### src/hdl/efr_pkg.sv
// ----------------------------------------------------------------------------
// efr_pkg: shared types and constants of the escaped frame receiver
// Command and result formats, queue depths, register indexes and the
// byte-wide CRC-16/CCITT update.
// ----------------------------------------------------------------------------
package efr_pkg;

   // longest frame body kept, CRC bytes included
   localparam int MAX_LEN = 256;
   localparam int CNT_W   = $clog2(MAX_LEN + 1);

   localparam int CMD_DEPTH = 4;
   localparam int CMD_PTR_W = $clog2(CMD_DEPTH);
   localparam int CMD_CNT_W = $clog2(CMD_DEPTH + 1);

   localparam int RSP_DEPTH = 2;
   localparam int RSP_PTR_W = $clog2(RSP_DEPTH);
   localparam int RSP_CNT_W = $clog2(RSP_DEPTH + 1);

   localparam logic [15:0] CRC_POLY = 16'h1021;

   // register indexes
   localparam logic [1:0] CSR_START  = 2'd0;
   localparam logic [1:0] CSR_END    = 2'd1;
   localparam logic [1:0] CSR_ESCAPE = 2'd2;
   localparam logic [1:0] CSR_SEED   = 2'd3;

   // command opcodes from front to back
   localparam logic [1:0] OP_DATA = 2'd0;
   localparam logic [1:0] OP_OPEN = 2'd1;
   localparam logic [1:0] OP_END  = 2'd2;

   // result kinds
   localparam logic [1:0] KIND_DATA  = 2'd0;
   localparam logic [1:0] KIND_END   = 2'd1;
   localparam logic [1:0] KIND_ABORT = 2'd2;

   typedef struct packed {
      logic [1:0] op;
      logic       abort;   // OP_OPEN while a frame was open
      logic [7:0] data;
   } cmd_type;

   typedef struct packed {
      logic [1:0] kind;
      logic [7:0] data_byte;
      logic       crc_good;
      logic [8:0] payload_length;
      logic       overflowed;
   } rsp_type;

   typedef struct packed {
      logic [7:0] sof_code;
      logic [7:0] eof_code;
      logic [7:0] esc_code;
   } delim_type;

   // MSB-first CRC-16 over one byte
   function automatic logic [15:0] crc_update(input logic [15:0] crc, input logic [7:0] b);
      logic [15:0] c;
      c = crc ^ {b, 8'h00};
      for (int i = 0; i < 8; i++) begin
         if (c[15]) begin
            c = {c[14:0], 1'b0} ^ CRC_POLY;
         end else begin
            c = {c[14:0], 1'b0};
         end
      end
      return c;
   endfunction

endpackage

### src/hdl/escaped_frame_receiver_crc16.sv
// ----------------------------------------------------------------------------
// escaped_frame_receiver_crc16: byte-stuffed frame receiver with CRC-16 check
//
// Raw link bytes enter on the req_ queue port: a transaction happens when
// req_push is high and req_full is low. Results leave on the rsp_ queue port:
// the oldest result sits on the rsp_ fields while rsp_empty is low and is
// taken when rsp_pop is high. Each result is a payload byte (delayed two bytes
// so the trailing CRC is never emitted), a frame end with CRC status, length
// and overflow flag, or an abort caused by a start byte inside a frame.
// One byte is accepted per cycle, sustained, while the sink keeps popping:
// the decoder and the executor each handle one byte per cycle and the CRC is
// updated a byte at a time. Each accepted byte is registered in the command
// queue, and its result in the result queue, before the result reaches rsp_.
// A 4-entry command queue sits between decoder and executor and a 2-entry
// result queue at the output; when the sink stops popping, these fill and
// req_full rises, and nothing is lost.
// Reset empties both queues, leaves the block outside a frame and loads the
// delimiter and seed registers with their defaults. csr_ writes take effect
// at once and are meant to happen while the block is idle.
// ----------------------------------------------------------------------------
module escaped_frame_receiver_crc16 (
   input  logic        clock,
   input  logic        reset,
   input  logic        req_push,
   output logic        req_full,
   input  logic [7:0]  req_rx_byte,
   output logic        rsp_empty,
   input  logic        rsp_pop,
   output logic [1:0]  rsp_kind,
   output logic [7:0]  rsp_data_byte,
   output logic        rsp_crc_good,
   output logic [8:0]  rsp_payload_length,
   output logic        rsp_overflowed,
   input  logic        csr_wr_en,
   input  logic [1:0]  csr_addr,
   input  logic [15:0] csr_wdata
);
   import efr_pkg::*;

   delim_type   delim_ff;
   logic [15:0] seed_ff;

   logic        cmd_push, cmd_full, cmd_pop, cmd_empty;
   cmd_type     cmd_in, cmd_head;
   logic        rsp_push, rsp_full;
   rsp_type     rsp_in, rsp_head;
   logic        accept;

   always_ff @(posedge clock) begin
      if (reset) begin
         delim_ff.sof_code <= 8'd253;
         delim_ff.eof_code <= 8'd254;
         delim_ff.esc_code <= 8'd255;
         seed_ff           <= 16'hFFFF;
      end else if (csr_wr_en) begin
         case (csr_addr)
            CSR_START:  delim_ff.sof_code <= csr_wdata[7:0];
            CSR_END:    delim_ff.eof_code <= csr_wdata[7:0];
            CSR_ESCAPE: delim_ff.esc_code <= csr_wdata[7:0];
            CSR_SEED:   seed_ff           <= csr_wdata;
            default: begin
            end
         endcase
      end
   end

   assign req_full = cmd_full;
   assign accept   = req_push && !cmd_full;

   efr_front u_front (
      .clock    (clock),
      .reset    (reset),
      .accept   (accept),
      .rx_byte  (req_rx_byte),
      .delim    (delim_ff),
      .cmd_push (cmd_push),
      .cmd      (cmd_in)
   );

   efr_cmd_queue u_cmd_queue (
      .clock (clock),
      .reset (reset),
      .push  (cmd_push),
      .wdata (cmd_in),
      .full  (cmd_full),
      .pop   (cmd_pop),
      .rdata (cmd_head),
      .empty (cmd_empty)
   );

   efr_back u_back (
      .clock     (clock),
      .reset     (reset),
      .cmd_empty (cmd_empty),
      .cmd       (cmd_head),
      .cmd_pop   (cmd_pop),
      .crc_seed  (seed_ff),
      .rsp_full  (rsp_full),
      .rsp_push  (rsp_push),
      .rsp       (rsp_in)
   );

   efr_rsp_queue u_rsp_queue (
      .clock (clock),
      .reset (reset),
      .push  (rsp_push),
      .wdata (rsp_in),
      .full  (rsp_full),
      .pop   (rsp_pop),
      .rdata (rsp_head),
      .empty (rsp_empty)
   );

   assign rsp_kind           = rsp_head.kind;
   assign rsp_data_byte      = rsp_head.data_byte;
   assign rsp_crc_good       = rsp_head.crc_good;
   assign rsp_payload_length = rsp_head.payload_length;
   assign rsp_overflowed     = rsp_head.overflowed;

endmodule

### src/hdl/efr_cmd_queue.sv
// ----------------------------------------------------------------------------
// efr_cmd_queue: command queue between decoder and executor
// Small flop queue; push and pop may happen in the same cycle.
// ----------------------------------------------------------------------------
module efr_cmd_queue (
   input  logic             clock,
   input  logic             reset,
   input  logic             push,
   input  efr_pkg::cmd_type wdata,
   output logic             full,
   input  logic             pop,
   output efr_pkg::cmd_type rdata,
   output logic             empty
);
   import efr_pkg::*;

   cmd_type                mem_ff [CMD_DEPTH];
   logic [CMD_PTR_W-1:0]   wr_ptr_ff, wr_ptr_in;
   logic [CMD_PTR_W-1:0]   rd_ptr_ff, rd_ptr_in;
   logic [CMD_CNT_W-1:0]   count_ff, count_in;
   logic                   do_push, do_pop;

   assign full    = (count_ff == CMD_CNT_W'(CMD_DEPTH));
   assign empty   = (count_ff == '0);
   assign do_push = push && !full;
   assign do_pop  = pop && !empty;
   assign rdata   = mem_ff[rd_ptr_ff];

   // depth is a power of two, pointers wrap on their own
   always_comb begin
      wr_ptr_in = do_push ? wr_ptr_ff + 1'b1 : wr_ptr_ff;
      rd_ptr_in = do_pop  ? rd_ptr_ff + 1'b1 : rd_ptr_ff;
      count_in  = count_ff;
      if (do_push && !do_pop) begin
         count_in = count_ff + 1'b1;
      end else if (do_pop && !do_push) begin
         count_in = count_ff - 1'b1;
      end
   end

   always_ff @(posedge clock) begin
      if (reset) begin
         wr_ptr_ff <= '0;
         rd_ptr_ff <= '0;
         count_ff  <= '0;
      end else begin
         wr_ptr_ff <= wr_ptr_in;
         rd_ptr_ff <= rd_ptr_in;
         count_ff  <= count_in;
      end
   end

   always_ff @(posedge clock) begin
      if (do_push) begin
         mem_ff[wr_ptr_ff] <= wdata;
      end
   end

endmodule

### src/hdl/efr_rsp_queue.sv
// ----------------------------------------------------------------------------
// efr_rsp_queue: result queue at the output
// Holds finished results so the executor keeps running while the sink waits.
// ----------------------------------------------------------------------------
module efr_rsp_queue (
   input  logic             clock,
   input  logic             reset,
   input  logic             push,
   input  efr_pkg::rsp_type wdata,
   output logic             full,
   input  logic             pop,
   output efr_pkg::rsp_type rdata,
   output logic             empty
);
   import efr_pkg::*;

   rsp_type                mem_ff [RSP_DEPTH];
   logic [RSP_PTR_W-1:0]   wr_ptr_ff, wr_ptr_in;
   logic [RSP_PTR_W-1:0]   rd_ptr_ff, rd_ptr_in;
   logic [RSP_CNT_W-1:0]   count_ff, count_in;
   logic                   do_push, do_pop;

   assign full    = (count_ff == RSP_CNT_W'(RSP_DEPTH));
   assign empty   = (count_ff == '0);
   assign do_push = push && !full;
   assign do_pop  = pop && !empty;
   assign rdata   = mem_ff[rd_ptr_ff];

   always_comb begin
      wr_ptr_in = do_push ? wr_ptr_ff + 1'b1 : wr_ptr_ff;
      rd_ptr_in = do_pop  ? rd_ptr_ff + 1'b1 : rd_ptr_ff;
      count_in  = count_ff;
      if (do_push && !do_pop) begin
         count_in = count_ff + 1'b1;
      end else if (do_pop && !do_push) begin
         count_in = count_ff - 1'b1;
      end
   end

   always_ff @(posedge clock) begin
      if (reset) begin
         wr_ptr_ff <= '0;
         rd_ptr_ff <= '0;
         count_ff  <= '0;
      end else begin
         wr_ptr_ff <= wr_ptr_in;
         rd_ptr_ff <= rd_ptr_in;
         count_ff  <= count_in;
      end
   end

   always_ff @(posedge clock) begin
      if (do_push) begin
         mem_ff[wr_ptr_ff] <= wdata;
      end
   end

endmodule

### src/hdl/efr_front.sv
// ----------------------------------------------------------------------------
// efr_front: byte decoder
// Tracks frame and escape state, turns raw link bytes into open, end and
// data commands for the executor.
// ----------------------------------------------------------------------------
module efr_front (
   input  logic               clock,
   input  logic               reset,
   input  logic               accept,
   input  logic [7:0]         rx_byte,
   input  efr_pkg::delim_type delim,
   output logic               cmd_push,
   output efr_pkg::cmd_type   cmd
);
   import efr_pkg::*;

   logic in_frame_ff, in_frame_in;
   logic esc_pend_ff, esc_pend_in;
   logic is_start, is_end, is_esc;

   assign is_start = (rx_byte == delim.sof_code);
   assign is_end   = (rx_byte == delim.eof_code);
   assign is_esc   = (rx_byte == delim.esc_code);

   always_comb begin
      in_frame_in = in_frame_ff;
      esc_pend_in = esc_pend_ff;
      cmd_push    = 1'b0;
      cmd.op      = OP_DATA;
      cmd.abort   = 1'b0;
      cmd.data    = rx_byte;
      if (accept) begin
         if (esc_pend_ff) begin
            // only delimiters may be escaped, anything else is dropped
            esc_pend_in = 1'b0;
            cmd_push    = is_start || is_end || is_esc;
         end else if (is_start) begin
            cmd_push    = 1'b1;
            cmd.op      = OP_OPEN;
            cmd.abort   = in_frame_ff;
            in_frame_in = 1'b1;
         end else if (in_frame_ff) begin
            if (is_end) begin
               cmd_push    = 1'b1;
               cmd.op      = OP_END;
               in_frame_in = 1'b0;
            end else if (is_esc) begin
               esc_pend_in = 1'b1;
            end else begin
               cmd_push = 1'b1;
            end
         end
      end
   end

   always_ff @(posedge clock) begin
      if (reset) begin
         in_frame_ff <= 1'b0;
         esc_pend_ff <= 1'b0;
      end else begin
         in_frame_ff <= in_frame_in;
         esc_pend_ff <= esc_pend_in;
      end
   end

endmodule

### src/hdl/efr_back.sv
// ----------------------------------------------------------------------------
// efr_back: frame executor
// Keeps the two-byte holdback, byte count, overflow flag and running CRC,
// and builds one result per command where the command calls for one.
// ----------------------------------------------------------------------------
module efr_back (
   input  logic             clock,
   input  logic             reset,
   input  logic             cmd_empty,
   input  efr_pkg::cmd_type cmd,
   output logic             cmd_pop,
   input  logic [15:0]      crc_seed,
   input  logic             rsp_full,
   output logic             rsp_push,
   output efr_pkg::rsp_type rsp
);
   import efr_pkg::*;

   logic [7:0]       held0_ff, held0_in;   // older of the two
   logic [7:0]       held1_ff, held1_in;
   logic [15:0]      crc_ff, crc_in;
   logic [CNT_W-1:0] count_ff, count_in;
   logic             ovf_ff, ovf_in;
   logic [CNT_W-1:0] plen;
   logic             have_crc;

   assign have_crc = (count_ff >= CNT_W'(2));
   assign plen     = have_crc ? count_ff - CNT_W'(2) : '0;
   assign cmd_pop  = !cmd_empty && !rsp_full;

   always_comb begin
      held0_in = held0_ff;
      held1_in = held1_ff;
      crc_in   = crc_ff;
      count_in = count_ff;
      ovf_in   = ovf_ff;
      rsp_push = 1'b0;
      rsp      = '0;
      if (cmd_pop) begin
         case (cmd.op)
            OP_OPEN: begin
               held0_in = '0;
               held1_in = '0;
               crc_in   = crc_seed;
               count_in = '0;
               ovf_in   = 1'b0;
               rsp_push = cmd.abort;
               rsp.kind = KIND_ABORT;
            end
            OP_END: begin
               rsp_push           = 1'b1;
               rsp.kind           = KIND_END;
               rsp.crc_good       = have_crc && !ovf_ff && ({held0_ff, held1_ff} == crc_ff);
               rsp.payload_length = 9'(plen);
               rsp.overflowed     = ovf_ff;
            end
            OP_DATA: begin
               if (count_ff == CNT_W'(MAX_LEN)) begin
                  ovf_in = 1'b1;
               end else begin
                  count_in = count_ff + 1'b1;
                  if (have_crc) begin
                     // oldest held byte is now known to be payload
                     crc_in        = crc_update(crc_ff, held0_ff);
                     rsp_push      = 1'b1;
                     rsp.kind      = KIND_DATA;
                     rsp.data_byte = held0_ff;
                     held0_in      = held1_ff;
                     held1_in      = cmd.data;
                  end else if (count_ff[0]) begin
                     held1_in = cmd.data;
                  end else begin
                     held0_in = cmd.data;
                  end
               end
            end
            default: begin
            end
         endcase
      end
   end

   always_ff @(posedge clock) begin
      if (reset) begin
         count_ff <= '0;
         ovf_ff   <= 1'b0;
      end else begin
         count_ff <= count_in;
         ovf_ff   <= ovf_in;
      end
   end

   always_ff @(posedge clock) begin
      held0_ff <= held0_in;
      held1_ff <= held1_in;
      crc_ff   <= crc_in;
   end

endmodule
### config.mk
export PLATFORM = sky130hd
export DESIGN_NAME = escaped_frame_receiver_crc16
export DESIGN_NICKNAME = d
export VERILOG_FILES = /design/src/hdl/efr_pkg.sv /design/src/hdl/escaped_frame_receiver_crc16.sv /design/src/hdl/efr_cmd_queue.sv /design/src/hdl/efr_rsp_queue.sv /design/src/hdl/efr_front.sv /design/src/hdl/efr_back.sv
export SDC_FILE = /design/constraint.sdc
export NUM_CORES = 1
export LEC_CHECK = 0
export ABC_AREA = 0
export BUFFER_PORTS_ARGS = -buffer_cell sky130_fd_sc_hd__buf_2
export CAP_MARGIN = 20
export CELL_PAD_IN_SITES_DETAIL_PLACEMENT = 2
export CELL_PAD_IN_SITES_GLOBAL_PLACEMENT = 2
export CORE_ASPECT_RATIO = 2
export CORE_MARGIN = 2
export CORE_UTILIZATION = 25
export DETAILED_ROUTE_END_ITERATION = 6
export PLACE_DENSITY_LB_ADDON = 0.15
export SKIP_LAST_GASP = 1
export SYNTH_ARGS = -nofsm -noshare
export SYNTH_HDL_FRONTEND = slang
export SYNTH_SLANG_ARGS = --single-unit
### constraint.sdc
create_clock -name clock -period 3.4 [get_ports clock]
set_clock_uncertainty 0.1 [all_clocks]
set_input_delay 0.34 -clock clock [delete_from_list [all_inputs] [get_ports clock]]
set_output_delay 0.34 -clock clock [all_outputs]
set_load 0.02 [all_outputs]
# Word level (Yosys, flattened, before mapping)
# Memories as Yosys holds them, arrays and structs flattened. A register that Yosys moved wholly into a read port is not among the register bits.
# Index checks and enable logic that the tools add are counted.
word_totals:
  register_bits: 95
  output_inout_bits: 23
  n_memories: 2
  ram_bits: 86
  inputBits: 31
  word_cells: 191
classes:
  eq_ne: 17
  mux: 94
  reduce_logical: 40
  addsub: 10
  bitwise: 10
  order_cmp: 1
mem_list:
  columns: ["name", "words", "width", "read_ports", "rd_clocked_by_memory_dff", "wr", "line_no", "rtl"]
  rows:
  - ["u_cmd_queue.mem_ff", 4, 11, 1, 1, 1, "efr_cmd_queue.sv:17", "cmd_type mem_ff [CMD_DEPTH];"]
  - ["u_rsp_queue.mem_ff", 2, 21, 1, 1, 1, "efr_rsp_queue.sv:17", "rsp_type mem_ff [RSP_DEPTH];"]
ops:
  columns: ["cell", "count"]
  rows:
  - ["$mux W16", 30]
  - ["$mux W13", 8]
  - ["$mux W8", 8]
  - ["$pmux W16 S2", 1]
  - ["$pmux W8 S2", 2]
  - ["$mux W1", 25]
  - ["$eq A8 B8 Y1", 3]
  - ["$not A3 Y3", 8]
  - ["$mux W21", 1]
  - ["$mux W9", 2]
  - ["$pmux W9 S2", 1]
  - ["$eq A16 B16 Y1", 1]
  - ["$xor A16 B16 Y16", 1]
  - ["$mux W2", 7]
  - ["$logic_and A1 B1 Y1", 12]
  - ["$mux W3", 4]
  - ["$reduce_and A4 Y1", 3]
  - ["$mux W11", 1]
  - ["$mux W10", 1]
  - ["$reduce_and A2 Y1", 5]
  - ["$add A9 B1 Y9 const B", 1]
  - ["$eq A9 B9 Y1 const B", 1]
  - ["$ge A9 B2 Y1 const B", 1]
  - ["$logic_not A1 Y1", 9]
  - ["other kinds (22)", 36]

# Longest topological paths before layout
logic_depth:
  depth_word: 48
  ltp_mapped: 11

# Cells and area by module
# From an unflattened synthesis, not the netlist that was laid out.
unflattened:
  hier_cells: 663
  hier_area_um2: 8296.7
by_module_without_submodules:
  columns: ["module", "area_per_inst_um2", "instances", "cells_per_inst"]
  rows:
  - ["efr_back", 2532.4, 1, 254]
  - ["efr_cmd_queue", 2055.7, 1, 105]
  - ["efr_rsp_queue", 1725.4, 1, 90]
  - ["escaped_frame_receiver_crc16", 1521.5, 1, 153]
  - ["efr_front", 461.7, 1, 61]

# Worst setup path after synthesis
# Ideal clock, no wire load.
synth_path:
  kind: "flip-flop to flip-flop"
  startpoint: "register u_back.count_ff[1]"
  endpoint: "register u_back.held0_ff[0] (enable)"
  setup_time_ps: 326
  path_stages_with_launch: 8
  n_path_buf: 0
  slack_ps: 198
  required_ps: 2974
  arrival_ps: 2775
  path_cell_list: "dfxtp_1 inv_1 ha_1 nor3b_1 nor4bb_1 nand2b_1 a21boi_0 a21o_1"
synth_via:
  elab_chain_cells: 3
  word_cells_on_any_way: 5
  cone_classes: "1 x order compare; 3 x eq/ne; 1 x reduce/logical"
synth_rtl:
  columns: ["element", "line_no", "rtl"]
  rows:
  - ["start: declaration", "efr_back.sv:22", "logic [CNT_W-1:0] count_ff, count_in;"]
  - ["start signal: assignment", "efr_back.sv:88", "count_ff <= count_in;"]
  - ["$ge A9 B2 Y1 or $eq A9 B9 Y1 (tied branches)", "efr_back.sv:27, efr_back.sv:58", null]
  - ["$ne A3 B3 Y1 (no source line) or $ne A2 B2 Y1 (tied branches)", null, null]
  - ["$reduce_and A4 Y1 (no source line) (*)", null, null]
  - ["end signal: assignment", "efr_back.sv:94", "held0_ff <= held0_in;"]
  - ["end: declaration", "efr_back.sv:19", "logic [7:0] held0_ff, held0_in;"]
# Every way passes the cells marked *; elsewhere a longest branch is shown, timed or not.
# A chain may end at the register's enable or synchronous reset.

# Final worst setup path
layout_path:
  startpoint: "register delim_ff[5] (netlist bit)"
  endpoint: "register u_cmd_queue.count_ff[2]"
layout_via:
  elab_chain_cells: 11
  word_cells_on_any_way: 14
  cone_classes: "1 x eq/ne; 7 x mux; 6 x reduce/logical"
layout_rtl:
  columns: ["element", "line_no", "rtl"]
  rows:
  - ["start: declaration", "escaped_frame_receiver_crc16.sv:40", "delim_type delim_ff;"]
  - ["$eq A8 B8 Y1 (*)", "efr_front.sv:23", "assign is_esc = (rx_byte == delim.esc_code);"]
  - ["$mux W1", "efr_front.sv:47", "end else if (is_esc) begin"]
  - ["$mux W1", "efr_front.sv:43", "if (is_end) begin"]
  - ["$mux W1", "efr_front.sv:42", "end else if (in_frame_ff) begin"]
  - ["$mux W1", "efr_front.sv:37", "end else if (is_start) begin"]
  - ["$mux W1 (*)", "efr_front.sv:33", "if (esc_pend_ff) begin"]
  - ["$mux W1 (*)", "efr_front.sv:32", "if (accept) begin"]
  - ["$logic_and A1 B1 Y1 (*)", "efr_cmd_queue.sv:25", "assign do_push = push && !full;"]
  - ["net u_cmd_queue.do_push", "efr_cmd_queue.sv:21", "logic do_push, do_pop;"]
  - ["$logic_not A1 Y1", "efr_cmd_queue.sv:36", "end else if (do_pop && !do_push) begin"]
  - ["$logic_and A1 B1 Y1", "efr_cmd_queue.sv:36", null]
  - ["$reduce_bool A2 Y1 (no source line)", null, null]
  - ["end signal: assignment", "efr_cmd_queue.sv:49", "count_ff <= count_in;"]
  - ["end: declaration", "efr_cmd_queue.sv:20", "logic [CMD_CNT_W-1:0] count_ff, count_in;"]
# Mark *: on every way through the listed nets, which the timed path passes. The rest lies on a longest branch.

==> reports/results.ini <==
[clocking]
cts_hold_buffers = 6
cts_root_buf = clkbuf_16
h-tree-depth = 4
cts_tree = yes
clock_sinks = 184
numCtsBuffers = 17
cts_post_setup_buffers_inserted = 0
clk_pin_slew_ns = 0.07
cts_resized = 0
insertion_delay_ns = 0.45
clk_path_buf_depth = 2

[timing]
setup_viol_count_final = 0
max_freq_ghz = 0.322
slew_violations = 0
finalCriticalPeriod_ns = 3.10
fin_ws_ns = 0.297
tns_ns = 0
hold_violations = 0
rsz0062_at_grt = false
worstMarginPinSlew_ns = 0.990
fin_crit_sh_pct = 91.3
max_slew_margin_pct = 33.9

[global_routing]
grt_pass1_wl_mm = 32.9
gr-total-overflow = 0
grt_util_all_layers_pct = 12.8
antenna_found_initial = 0
grt_pass1_vias = 5860
grt_start_max_net_pins = 34

[floorplanning]
coreArea_um2 = 32100
die_x_um = 131
die_h_um = 259
dieArea_um2 = 34000
start_util_pct = 25.3
rows = 93
io_pins = 54

[logic_synthesis]
synth.top_cells.by_count = edfxtp_1 (118), nand2_1 (105), dfxtp_1 (66), nor2_1 (48), xnor2_1 (39)
async_flop_share_pct = 0
synth_flop_cell = edfxtp_1
avgSynthCellArea_um2 = 12.2
synth_top_area_share_pct = 43.6
synth_fp_nets = 707
synth_area_leaders = edfxtp_1 (44%), dfxtp_1 (16%), nand2_1 (4.9%)
synth_cells = 664
ys.warnings.count = 0
ys_ff_latch = 184
yosysMostFrequentCell = edfxtp_1
yosys.area.top_type = edfxtp_1
ys_seq_area_share_pct = 59.9
synth_edf_count = 118
ys_types = 52
synthesis.area_um2 = 8130

[critical_path]
path_class = reg -> reg
arrival_ns = 3.38
crit_fanout = 3
critPathRequiredTime_ns = 3.67
r2r_slack_ns = 0.30
endpoint_kind = register
worst_setup_path_start_kind = register

[power_and_ir_drop]
power_density_nw_per_um2 = 630
cell_internal_pwr_mw = 4.20
pwr-share-seq_pct = 45.6
combPwrFrac_pct = 23.0
p_leak_nw = 3.48
p_sw_mw = 1.84
p_sw_share_pct = 30.5
vdd_drop_max_uv = 340
power.share.clock_pct = 31.5

[cells_and_area]
finalNetCount = 776
syn_to_final_growth_pct = 17.9
drive_gt1_share_pct = 20.4
final_cells = 1173
n_antenna_cell = 0

[place]
portBuffers = 53
placed_cells = 1134
preCtsSetupSlack_ns = 0.165
hpwl_mm = 15.9
place.gp.congestion = 0.766

[job]
max_cap_viol_count = 0

[routing]
routedWlPerCell_um = 17.8
detail_route.iter0.violations = 229
dr.pass1.iters = 4
drt_wl_total_mm = 20.9
drc = 0
detail-route-antenna-nets = 0
viasPerCell = 4.35
vias = 5099

[run_status]
outcome = finished, final reports clean

[min_path]
hp-class = in -> reg

[area by class of cell]
cell class                 count  area (um2)
inverter                      11        41.3
tap                          427         534
clock inverter                14         123
clock buffer                  18         429
timing repair buffer          77         480
fill                        3486       22500
multi-input combinational    442        3110
sequential                   184        4860
[worst max-delay path, stage by stage, from the launching register on]
cell and delay, ns:
dfxtp_1 0.34, xor2_1 0.17, nor4_1 0.35, buf_4 0.18, nand2_1 0.09, and4b_4 0.24
a311oi_4 0.27, ha_1 0.21, inv_1 0.06, fa_1 0.38, xor2_1 0.18, or3_1 0.31
a21oi_1 0.14
[layer usage]
metal / track usage (%) / routed length (um)
met1: 11.6 / 7230
met4: 5.28 / 505
met5: 0 / 0
met2: 26.6 / 12700
met3: 2.81 / 459
[final timing paths]
path	end	startpoint	cells after the start
worst max-delay path	u_cmd_queue.count_ff[2]	delim_ff[5]	12
worst min-delay path	seed_ff[12]	csr_wdata[12]	3
worst max register to register	u_cmd_queue.count_ff[2]	delim_ff[5]	12
worst min register to register	seed_ff[7]	seed_ff[7]	2
[through the flow]
step           instance area (um2)  hold WS, ns  total power, mW  util [%]
2_1_floorplan                 8130        0.337             3.75         -
3_3_place_gp                  8940        0.363             4.16      27.8
3_5_place_dp                  8940        0.368             4.22      27.8
4_1_cts                       9550      0.00454             6.16      29.7
5_1_grt                       9580       0.0176             6.39      29.8
6_report                      9580       0.0298             6.03      29.8
[placed cells by master (no fill, tap or decap), types with 5 or more instances in the layout]
cell           count
ha_1              11
nand3b_1          31
clkbuf_16         17
xnor2_1           39
nor2b_1            9
mux2_2            21
nand2_1          105
mux4_2            11
mux2i_1           11
nand3_1            6
nand2b_1           5
a211o_1            7
a21oi_1           10
dlygate4sd3_1      6
o21ai_0           11
nand4_1            6
buf_2             53
o21ai_1            6
and2_1            20
nor4_1             5
nor2_1            48
inv_1             11
dfxtp_1           66
nor3_1             6
edfxtp_1         118
buf_4             17
xor2_1            36
[power by group through the flow]
| stage | clock network [mW] | logic [mW] | registers (mW) |
|---|---|---|---|
| after floorplan | 0 | 1.02 | 2.73 |
| after global placement | 0 | 1.36 | 2.80 |
| after detailed placement | 0 | 1.41 | 2.81 |
| after CTS | 1.98 | 1.43 | 2.76 |
| after global routing | 2.05 | 1.56 | 2.77 |
| final | 1.90 | 1.39 | 2.75 |
[cell families (layout without fill, tap and decap cells)]
kind of cell,Yosys count,after routing,share of synthesized area [%]
adders and majority gates,12,12,1.94
buffers and inverters,38,120,1.99
DFF,184,184,59.9
AOI/OAI and AO/OA,40,40,3.28
xor gates and xnor gates,75,75,8.08
and+or+nand+nor,271,271,17.3
muxes,44,44,7.50
[sequential cells by signal, indices dropped and copies added, names as in the netlist, 2 cells and up, named ones only]
name and flops:
u_rsp_queue.count_ff 2, u_back.count_ff 9, u_cmd_queue.count_ff 3, u_back.held0_ff 8, delim_ff 24, u_cmd_queue.wr_ptr_ff 2, u_cmd_queue.mem_ff 44, u_rsp_queue.mem_ff 42
u_cmd_queue.rd_ptr_ff 2, u_back.held1_ff 8, seed_ff 16, u_back.crc_ff 16
(Power assumes the default switching activity.)
